### src/hdl/accma_pkg.sv
// Shared constants, state encoding and control bundles for the accelerometer moving average.
`default_nettype none

package accma_pkg;

  // Default sizes of the history ring and the sample fields.
  localparam int unsigned HISTORY_DEPTH_DEF = 64;
  localparam int unsigned SAMPLE_WIDTH_DEF  = 16;

  // Width of the window length register port.
  localparam int unsigned WINDOW_CFG_WIDTH = 7;

  // Number of accelerometer axes handled side by side.
  localparam int unsigned AXES = 3;

  // Controller states, one-hot.
  typedef enum logic [5:0] {
    S_IDLE    = 6'b000001,
    S_ACCUM   = 6'b000010,
    S_DRAIN   = 6'b000100,
    S_DIVINIT = 6'b001000,
    S_DIVIDE  = 6'b010000,
    S_DONE    = 6'b100000
  } state_t;

  // Commands from the controller to the datapath.
  typedef struct packed {
    logic accept;     // take the input transaction, write history, seed sums
    logic issue;      // read one older history entry
    logic div_start;  // load magnitudes and signs into the divider
    logic div_step;   // one restoring division step on every axis
    logic out_load;   // move the quotients into the output register
  } cmd_t;

  // Status from the datapath to the controller.
  typedef struct packed {
    logic single;      // window length is one, nothing to read back
    logic last_issue;  // the read being issued is the oldest in the window
    logic div_done;    // all quotient bits are formed
    logic out_free;    // output register can take a new result this cycle
  } status_t;

endpackage

`default_nettype wire

### src/hdl/accma_ctrl.sv
// Controller state machine sequencing accept, history walk, division and output.
`default_nettype none

module accma_ctrl (
  input  logic                clk,
  input  logic                rst,
  input  logic                in_valid,
  output logic                in_stall,
  input  accma_pkg::status_t  status,
  output accma_pkg::cmd_t     cmd
);

  import accma_pkg::*;

  state_t state;
  state_t state_next;

  // State register.
  always_ff @(posedge clk) begin
    if (rst) begin
      state <= S_IDLE;
    end else begin
      state <= state_next;
    end
  end

  // New transactions are taken only while idle.
  assign in_stall = (state != S_IDLE);

  // Next state and command decode.
  always_comb begin
    state_next = state;
    cmd        = '0;
    unique case (state)
      S_IDLE: begin
        if (in_valid) begin
          cmd.accept = 1'b1;
          state_next = status.single ? S_DIVINIT : S_ACCUM;
        end
      end
      S_ACCUM: begin
        cmd.issue = 1'b1;
        if (status.last_issue) begin
          state_next = S_DRAIN;
        end
      end
      S_DRAIN: begin
        // The last read lands in the sums during this cycle.
        state_next = S_DIVINIT;
      end
      S_DIVINIT: begin
        cmd.div_start = 1'b1;
        state_next    = S_DIVIDE;
      end
      S_DIVIDE: begin
        if (status.div_done) begin
          state_next = S_DONE;
        end else begin
          cmd.div_step = 1'b1;
        end
      end
      S_DONE: begin
        if (status.out_free) begin
          cmd.out_load = 1'b1;
          state_next   = S_IDLE;
        end
      end
      default: begin
        state_next = S_IDLE;
      end
    endcase
  end

endmodule

`default_nettype wire

### src/hdl/accma_datapath.sv
// Datapath: window register, history memory, per-axis sums, serial divider and output register.
`default_nettype none

module accma_datapath #(
  parameter int unsigned HISTORY_DEPTH = accma_pkg::HISTORY_DEPTH_DEF,
  parameter int unsigned SAMPLE_WIDTH  = accma_pkg::SAMPLE_WIDTH_DEF
) (
  input  logic                                      clk,
  input  logic                                      rst,
  input  logic                                      window_length_wr_en,
  input  logic [accma_pkg::WINDOW_CFG_WIDTH-1:0]    window_length,
  input  logic signed [SAMPLE_WIDTH-1:0]            accel_x,
  input  logic signed [SAMPLE_WIDTH-1:0]            accel_y,
  input  logic signed [SAMPLE_WIDTH-1:0]            accel_z,
  output logic                                      out_valid,
  input  logic                                      out_stall,
  output logic signed [SAMPLE_WIDTH-1:0]            avg_x,
  output logic signed [SAMPLE_WIDTH-1:0]            avg_y,
  output logic signed [SAMPLE_WIDTH-1:0]            avg_z,
  input  accma_pkg::cmd_t                           cmd,
  output accma_pkg::status_t                        status
);

  import accma_pkg::*;

  localparam int unsigned AW   = $clog2(HISTORY_DEPTH);
  localparam int unsigned NW   = $clog2(HISTORY_DEPTH + 1);
  localparam int unsigned SUMW = SAMPLE_WIDTH + $clog2(HISTORY_DEPTH);
  localparam int unsigned STW  = $clog2(SUMW + 1);
  localparam int unsigned RW   = NW + 1;
  localparam int unsigned EW   = AXES * SAMPLE_WIDTH;

  localparam logic [AW-1:0]  LAST_ADDR = AW'(HISTORY_DEPTH - 1);
  localparam logic [NW-1:0]  MAX_WIN   = NW'(HISTORY_DEPTH);
  localparam logic [NW-1:0]  ONE_WIN   = NW'(1);
  localparam logic [STW-1:0] STEPS     = STW'(SUMW);

  // Ring step backward with wrap for any depth.
  function automatic logic [AW-1:0] addr_prev(input logic [AW-1:0] a);
    addr_prev = (a == '0) ? LAST_ADDR : a - AW'(1);
  endfunction

  logic [NW-1:0]              window_len;
  logic [AW-1:0]              wpos;
  logic [AW-1:0]              rptr;
  logic [NW-1:0]              remaining;
  logic [EW-1:0]              mem [HISTORY_DEPTH];
  logic [HISTORY_DEPTH-1:0]   entry_valid;
  logic [EW-1:0]              rdata;
  logic                       rd_live;
  logic                       rd_pend;
  logic signed [SAMPLE_WIDTH-1:0] sample [AXES];
  logic signed [SUMW-1:0]     acc [AXES];
  logic [SUMW-1:0]            dvd [AXES];
  logic [NW-1:0]              rem [AXES];
  logic [AXES-1:0]            neg;
  logic [STW-1:0]             step_cnt;
  logic [RW-1:0]              rem_sh [AXES];
  logic [AXES-1:0]            ge;
  logic [SUMW-1:0]            quot [AXES];

  assign sample[0] = accel_x;
  assign sample[1] = accel_y;
  assign sample[2] = accel_z;

  // Window length register, saturated into 1..HISTORY_DEPTH on write.
  always_ff @(posedge clk) begin
    if (rst) begin
      window_len <= ONE_WIN;
    end else if (window_length_wr_en) begin
      if (window_length == '0) begin
        window_len <= ONE_WIN;
      end else if (32'(window_length) > HISTORY_DEPTH) begin
        window_len <= MAX_WIN;
      end else begin
        window_len <= NW'(window_length);
      end
    end
  end

  // History memory: written on accept, read one entry per issue.
  always_ff @(posedge clk) begin
    if (cmd.accept) begin
      mem[wpos] <= {accel_z, accel_y, accel_x};
    end
    if (cmd.issue) begin
      rdata <= mem[rptr];
    end
  end

  // Per-entry written flags; an unwritten entry contributes zero.
  always_ff @(posedge clk) begin
    if (rst) begin
      entry_valid <= '0;
      rd_pend     <= 1'b0;
      rd_live     <= 1'b0;
    end else begin
      if (cmd.accept) begin
        entry_valid[wpos] <= 1'b1;
      end
      rd_pend <= cmd.issue;
      rd_live <= entry_valid[rptr];
    end
  end

  // Write position and read walk through the ring.
  always_ff @(posedge clk) begin
    if (rst) begin
      wpos <= '0;
    end else if (cmd.accept) begin
      wpos <= (wpos == LAST_ADDR) ? '0 : wpos + AW'(1);
    end
  end

  always_ff @(posedge clk) begin
    if (cmd.accept) begin
      rptr      <= addr_prev(wpos);
      remaining <= window_len - ONE_WIN;
    end else if (cmd.issue) begin
      rptr      <= addr_prev(rptr);
      remaining <= remaining - ONE_WIN;
    end
  end

  // Sums: seeded with the new sample, then one older entry per cycle.
  always_ff @(posedge clk) begin
    for (int a = 0; a < AXES; a++) begin
      if (cmd.accept) begin
        acc[a] <= SUMW'(sample[a]);
      end else if (rd_pend && rd_live) begin
        acc[a] <= acc[a] + SUMW'($signed(rdata[a*SAMPLE_WIDTH +: SAMPLE_WIDTH]));
      end
    end
  end

  // One restoring division step per axis, shared divisor.
  always_comb begin
    for (int a = 0; a < AXES; a++) begin
      rem_sh[a] = {rem[a], dvd[a][SUMW-1]};
      ge[a]     = (rem_sh[a] >= {1'b0, window_len});
      quot[a]   = neg[a] ? (~dvd[a] + SUMW'(1)) : dvd[a];
    end
  end

  // Divider registers: magnitude in, quotient shifts in from the right.
  always_ff @(posedge clk) begin
    if (cmd.div_start) begin
      step_cnt <= '0;
      for (int a = 0; a < AXES; a++) begin
        neg[a] <= acc[a][SUMW-1];
        dvd[a] <= acc[a][SUMW-1] ? SUMW'(-acc[a]) : SUMW'(acc[a]);
        rem[a] <= '0;
      end
    end else if (cmd.div_step) begin
      step_cnt <= step_cnt + STW'(1);
      for (int a = 0; a < AXES; a++) begin
        rem[a] <= ge[a] ? NW'(rem_sh[a] - {1'b0, window_len}) : NW'(rem_sh[a]);
        dvd[a] <= {dvd[a][SUMW-2:0], ge[a]};
      end
    end
  end

  // Output register: holds a result until the transaction completes.
  always_ff @(posedge clk) begin
    if (rst) begin
      out_valid <= 1'b0;
    end else if (cmd.out_load) begin
      out_valid <= 1'b1;
    end else if (!out_stall) begin
      out_valid <= 1'b0;
    end
  end

  always_ff @(posedge clk) begin
    if (cmd.out_load) begin
      avg_x <= SAMPLE_WIDTH'(quot[0]);
      avg_y <= SAMPLE_WIDTH'(quot[1]);
      avg_z <= SAMPLE_WIDTH'(quot[2]);
    end
  end

  // Status back to the controller.
  assign status.single     = (window_len == ONE_WIN);
  assign status.last_issue = (remaining == ONE_WIN);
  assign status.div_done   = (step_cnt == STEPS);
  assign status.out_free   = !out_valid || !out_stall;

endmodule

`default_nettype wire

### src/hdl/accel_moving_average.sv
// Top level of the accelerometer boxcar moving average: controller plus datapath.
// The history walk reads one memory entry per cycle and the divider forms one quotient bit per
// cycle. A new input transaction is taken only after the previous result has been loaded into
// the output register, so a stalled output holds off the next transaction.
// Reset (synchronous, rst high) clears the history flags, ring position and window to 1.
`default_nettype none

module accel_moving_average #(
  parameter int unsigned HISTORY_DEPTH = accma_pkg::HISTORY_DEPTH_DEF,
  parameter int unsigned SAMPLE_WIDTH  = accma_pkg::SAMPLE_WIDTH_DEF
) (
  input  logic                                   clk,
  input  logic                                   rst,
  input  logic                                   window_length_wr_en,
  input  logic [accma_pkg::WINDOW_CFG_WIDTH-1:0] window_length,
  input  logic                                   in_valid,
  output logic                                   in_stall,
  input  logic signed [SAMPLE_WIDTH-1:0]         accel_x,
  input  logic signed [SAMPLE_WIDTH-1:0]         accel_y,
  input  logic signed [SAMPLE_WIDTH-1:0]         accel_z,
  output logic                                   out_valid,
  input  logic                                   out_stall,
  output logic signed [SAMPLE_WIDTH-1:0]         avg_x,
  output logic signed [SAMPLE_WIDTH-1:0]         avg_y,
  output logic signed [SAMPLE_WIDTH-1:0]         avg_z
);

  import accma_pkg::*;

  cmd_t    cmd;
  status_t status;

  // Sequencer.
  accma_ctrl u_ctrl (
    .clk      (clk),
    .rst      (rst),
    .in_valid (in_valid),
    .in_stall (in_stall),
    .status   (status),
    .cmd      (cmd)
  );

  // Storage, arithmetic and output register.
  accma_datapath #(
    .HISTORY_DEPTH (HISTORY_DEPTH),
    .SAMPLE_WIDTH  (SAMPLE_WIDTH)
  ) u_datapath (
    .clk                 (clk),
    .rst                 (rst),
    .window_length_wr_en (window_length_wr_en),
    .window_length       (window_length),
    .accel_x             (accel_x),
    .accel_y             (accel_y),
    .accel_z             (accel_z),
    .out_valid           (out_valid),
    .out_stall           (out_stall),
    .avg_x               (avg_x),
    .avg_y               (avg_y),
    .avg_z               (avg_z),
    .cmd                 (cmd),
    .status              (status)
  );

endmodule

`default_nettype wire

### config.mk
export PLATFORM = sky130hd
export DESIGN_NAME = accel_moving_average
export DESIGN_NICKNAME = d
export VERILOG_FILES = /design/src/hdl/accma_pkg.sv /design/src/hdl/accma_ctrl.sv /design/src/hdl/accma_datapath.sv /design/src/hdl/accel_moving_average.sv
export SDC_FILE = /design/constraint.sdc
export NUM_CORES = 2
export LEC_CHECK = 0
export BUFFER_PORTS_ARGS = -buffer_cell sky130_fd_sc_hd__buf_4
export CAP_MARGIN = 20
export CORE_ASPECT_RATIO = 1.4
export CORE_UTILIZATION = 41
export CTS_BUF_LIST = sky130_fd_sc_hd__clkbuf_16
export DETAILED_ROUTE_END_ITERATION = 8
export PLACE_DENSITY = 0.59
export SYNTH_ARGS = -nofsm -noshare
export SYNTH_HDL_FRONTEND = slang
export SYNTH_HIERARCHICAL = 1
export SYNTH_SLANG_ARGS = --single-unit
### constraint.sdc
create_clock -name clk -period 14.67 [get_ports clk]
set_input_delay 0.7335 -clock clk [delete_from_list [all_inputs] [get_ports clk]]
set_output_delay 0.7335 -clock clk [all_outputs]
set_load 0.05 [all_outputs]
==> run_results.csv <==
group,metric,value,unit
setup_path,crit_cells,10,
timing,drv_slew,0,
die,die_x,489,µm
setup_path,worstPathRequired,15.29,ns
yosys,syn_area,136000,µm²
yosys,synth_edf_count,3337,
setup_path,worstPathCellList,"buf_4 > buf_4 > buf_4 > buf_12 > mux4_2 > nor2b_1 > a211oi_1 > a311oi_1 > nor2_1 > nor2_1",
die,io_pins,110,
layout,num-fill-cells,27600,
route,drc,0,
timing,hold_violations,0,
route,dr.pass1.iters,6,
yosys,ys.flop_type,"edfxtp_1",
setup_path,cpMostUsedCell,"buf_4",
clocking,clkSinkCount,3428,
timing,fmaxAchievable,194,MHz
yosys,ys_types,86,
die,start_util,0.412,
placement,io_buffers,109,
timing,period_needed,5.16,ns
timing,worst_pin_slew,1.15,ns
grt,grt_pass1_vias,70200,
power,p_per_area,149,nW/µm²
layout,drive_above_1_share,0.241,
grt,antenna_found_initial,16,
outcome,status,"finished clean",
setup_path,start_kind,"register",
timing,rsz0062_at_grt,"false",
hold_path,hold_path_depth,3,
setup_path,cp.arrival,5.77,ns
yosys,ys_ff_latch,3428,
layout,multi_input_area,33200,µm²
yosys,ys_top_cells_by_area,"edfxtp_1 (73%), mux4_2 (15%), dfxtp_1 (1.3%)",
route,drt-total-wl,393,mm
setup_path,worstRegToRegCells,10,
die,design.die.area,335000,µm²
yosys,yosysWarnings,6,
setup_path,end_kind,"register",
clocking,cts_made_buffers,322,
placement,placed_area,143000,µm²
timing,finClkSkew,0.0626,ns
layout,regArea,102000,µm²
yosys,syn_nets,6830,
die,die_h,684,µm
clocking,cts_tree,"done",
clocking,clock_latency,0.90,ns
route,routedWlPerCell,33.8,µm
yosys,synthDominantCellAreaShare,0.735,
hold_path,min_path_type,"input pin to register",
yosys,yosysTopAreaCell,"edfxtp_1",
power,vdd_drop_max,0.000142,V
setup_path,path_buf_inv,4,
grt,grt_usage,0.234,
layout,area_delta_synth_final,12.6,%
clocking,root_buffer,"clkbuf_16",
yosys,syn_area_per_cell,20.5,µm²
timing,setup_violations,0,
route,dr.first_iter.drc_count,7647,
timing,relSlewSlack,0.235,
layout,final_cell_mix,"edfxtp_1 (3337), mux4_2 (892), clkbuf_16 (329)",
die,std_cell_rows,250,
timing,timing.final.crit_share,0.351,
layout,stdcell_area,154000,µm²
route,via_per_inst,6.03,
route,ant_nets,0,
grt,grt_pass1_wl,547,mm
timing,setup_tns,0,ns
power,total_power,0.0229,W
yosys,async_reset_ff_frac,0,
die,core_area,331000,µm²
job,maxCapViolations,0,
yosys,synth_seq_area_share,0.748,
layout,nets,7115,
clocking,postCtsHoldBufs,0,
placement,dp.final_hpwl,221,mm
clocking,clk_pin_slew,0.07,ns
clocking,cts_resized,0,
clocking,post_cts_buffers,0,
route,vias,70000,
yosys,synthCells,6663,
power,p_leak,48.7,nW
setup_path,crit_fanout,84,
grt,grt_max_degree,117,
grt,grt_overflow,0,
setup_path,slowest_delay,0.84,ns
clocking,htree_levels,5,
clocking,cts_max_path_buffers,4,
setup_path,critPathTopFamily,"buffers and inverters",
placement,gp_congestion,0.871,
setup_path,critPathSlowestCell,"buf_4",
layout,layout.cells.most_common,"edfxtp_1",
setup_path,path_class,"register to register",
[registers in the layout, summed over array words and instances, names as in the netlist, 7 cells and up]
name	cells
u_datapath/avg_x	16
u_datapath/entry_valid	64
u_datapath/avg_z	16
u_datapath/dvd	66
u_datapath/mem	3072
u_datapath/remaining	7
u_datapath/acc	66
u_datapath/rdata	48
u_datapath/rem	21
u_datapath/window_len	7
u_datapath/avg_y	16
[synthesized netlist by cell type, drive strengths merged (49+ instances only)]
library cell / instances
a21oi: 99
dfxtp: 91
mux2i: 155
edfxtp: 3337
xnor2: 109
buf: 158
clkbuf: 182
xor2: 80
o21ai: 208
ha: 101
nand2: 277
nor2: 356
mux4: 892
a22oi: 49
o22ai: 57
[power by group]
part / total (W) / leakage, nW / switching (W) / internal (W)
Sequential: 0.0110 / 30.8 / 0.000120 / 0.0109
Clock: 0.00827 / 5.32 / 0.00363 / 0.00464
Combinational: 0.00358 / 12.6 / 0.00200 / 0.00159
Total: 0.0229 / 48.7 / 0.00575 / 0.0171
[path summary, 6_finish.rpt]
path	slack, ns	from	to
max	9.51	u_datapath/rptr[0]	u_datapath/rdata[11]
max reg2reg	9.51	u_datapath/rptr[0]	u_datapath/rdata[11]
min	0.09	window_length[3]	u_datapath/window_len[3]
min reg2reg	0.47	u_datapath/entry_valid[12]	u_datapath/entry_valid[12]
[metrics by stage]
stage	std cells	util	worst slack [ns]	hold WS, ns
floorplan	6663	-	9.15	0.424
detailed placement	11000	0.433	9.45	0.454
global placement	11000	0.433	9.46	0.443
CTS	11600	0.464	9.44	0.0285
finish	11600	0.464	9.51	0.0946
global route	11600	0.464	9.11	0.0758
[area by class of cell]
class	count	area share
Clock inverter	244	0.0132
Inverter	48	0.00118
Antenna cell	7	0.000114
Multi-Input combinational cell	2847	0.216
Tap cell	4410	0.0359
Sequential cell	3428	0.664
Clock buffer	329	0.0536
Timing Repair Buffer	301	0.0154
[kinds of logic after synthesis]
| logic type | after synthesis | synth area share |
|---|---|---|
| AOI/OAI and AO/OA | 628 | 0.0296 |
| buffers and inverters | 388 | 0.0122 |
| adders and majority gates | 107 | 0.0101 |
| muxes | 1049 | 0.159 |
| and+or+nand+nor | 874 | 0.0288 |
| xor gates and xnor gates | 189 | 0.0121 |
| DFF | 3428 | 0.748 |
[metal layers]
layer  global-route usage  up-vias  share of wire
li1                     -    28100              -
met1                0.298    38000           0.37
met2                0.400     3085           0.51
met3               0.0330      772          0.073
met4               0.0956       12          0.047
met5                    0        -        0.00020
[tightest hold or removal path: cells and delay by family]
kind	cells	cell delay [ns]
buf+inv	1	0.08
compound gates	1	0.05
simple gates	1	0.07
(Power assumes the default switching activity.)
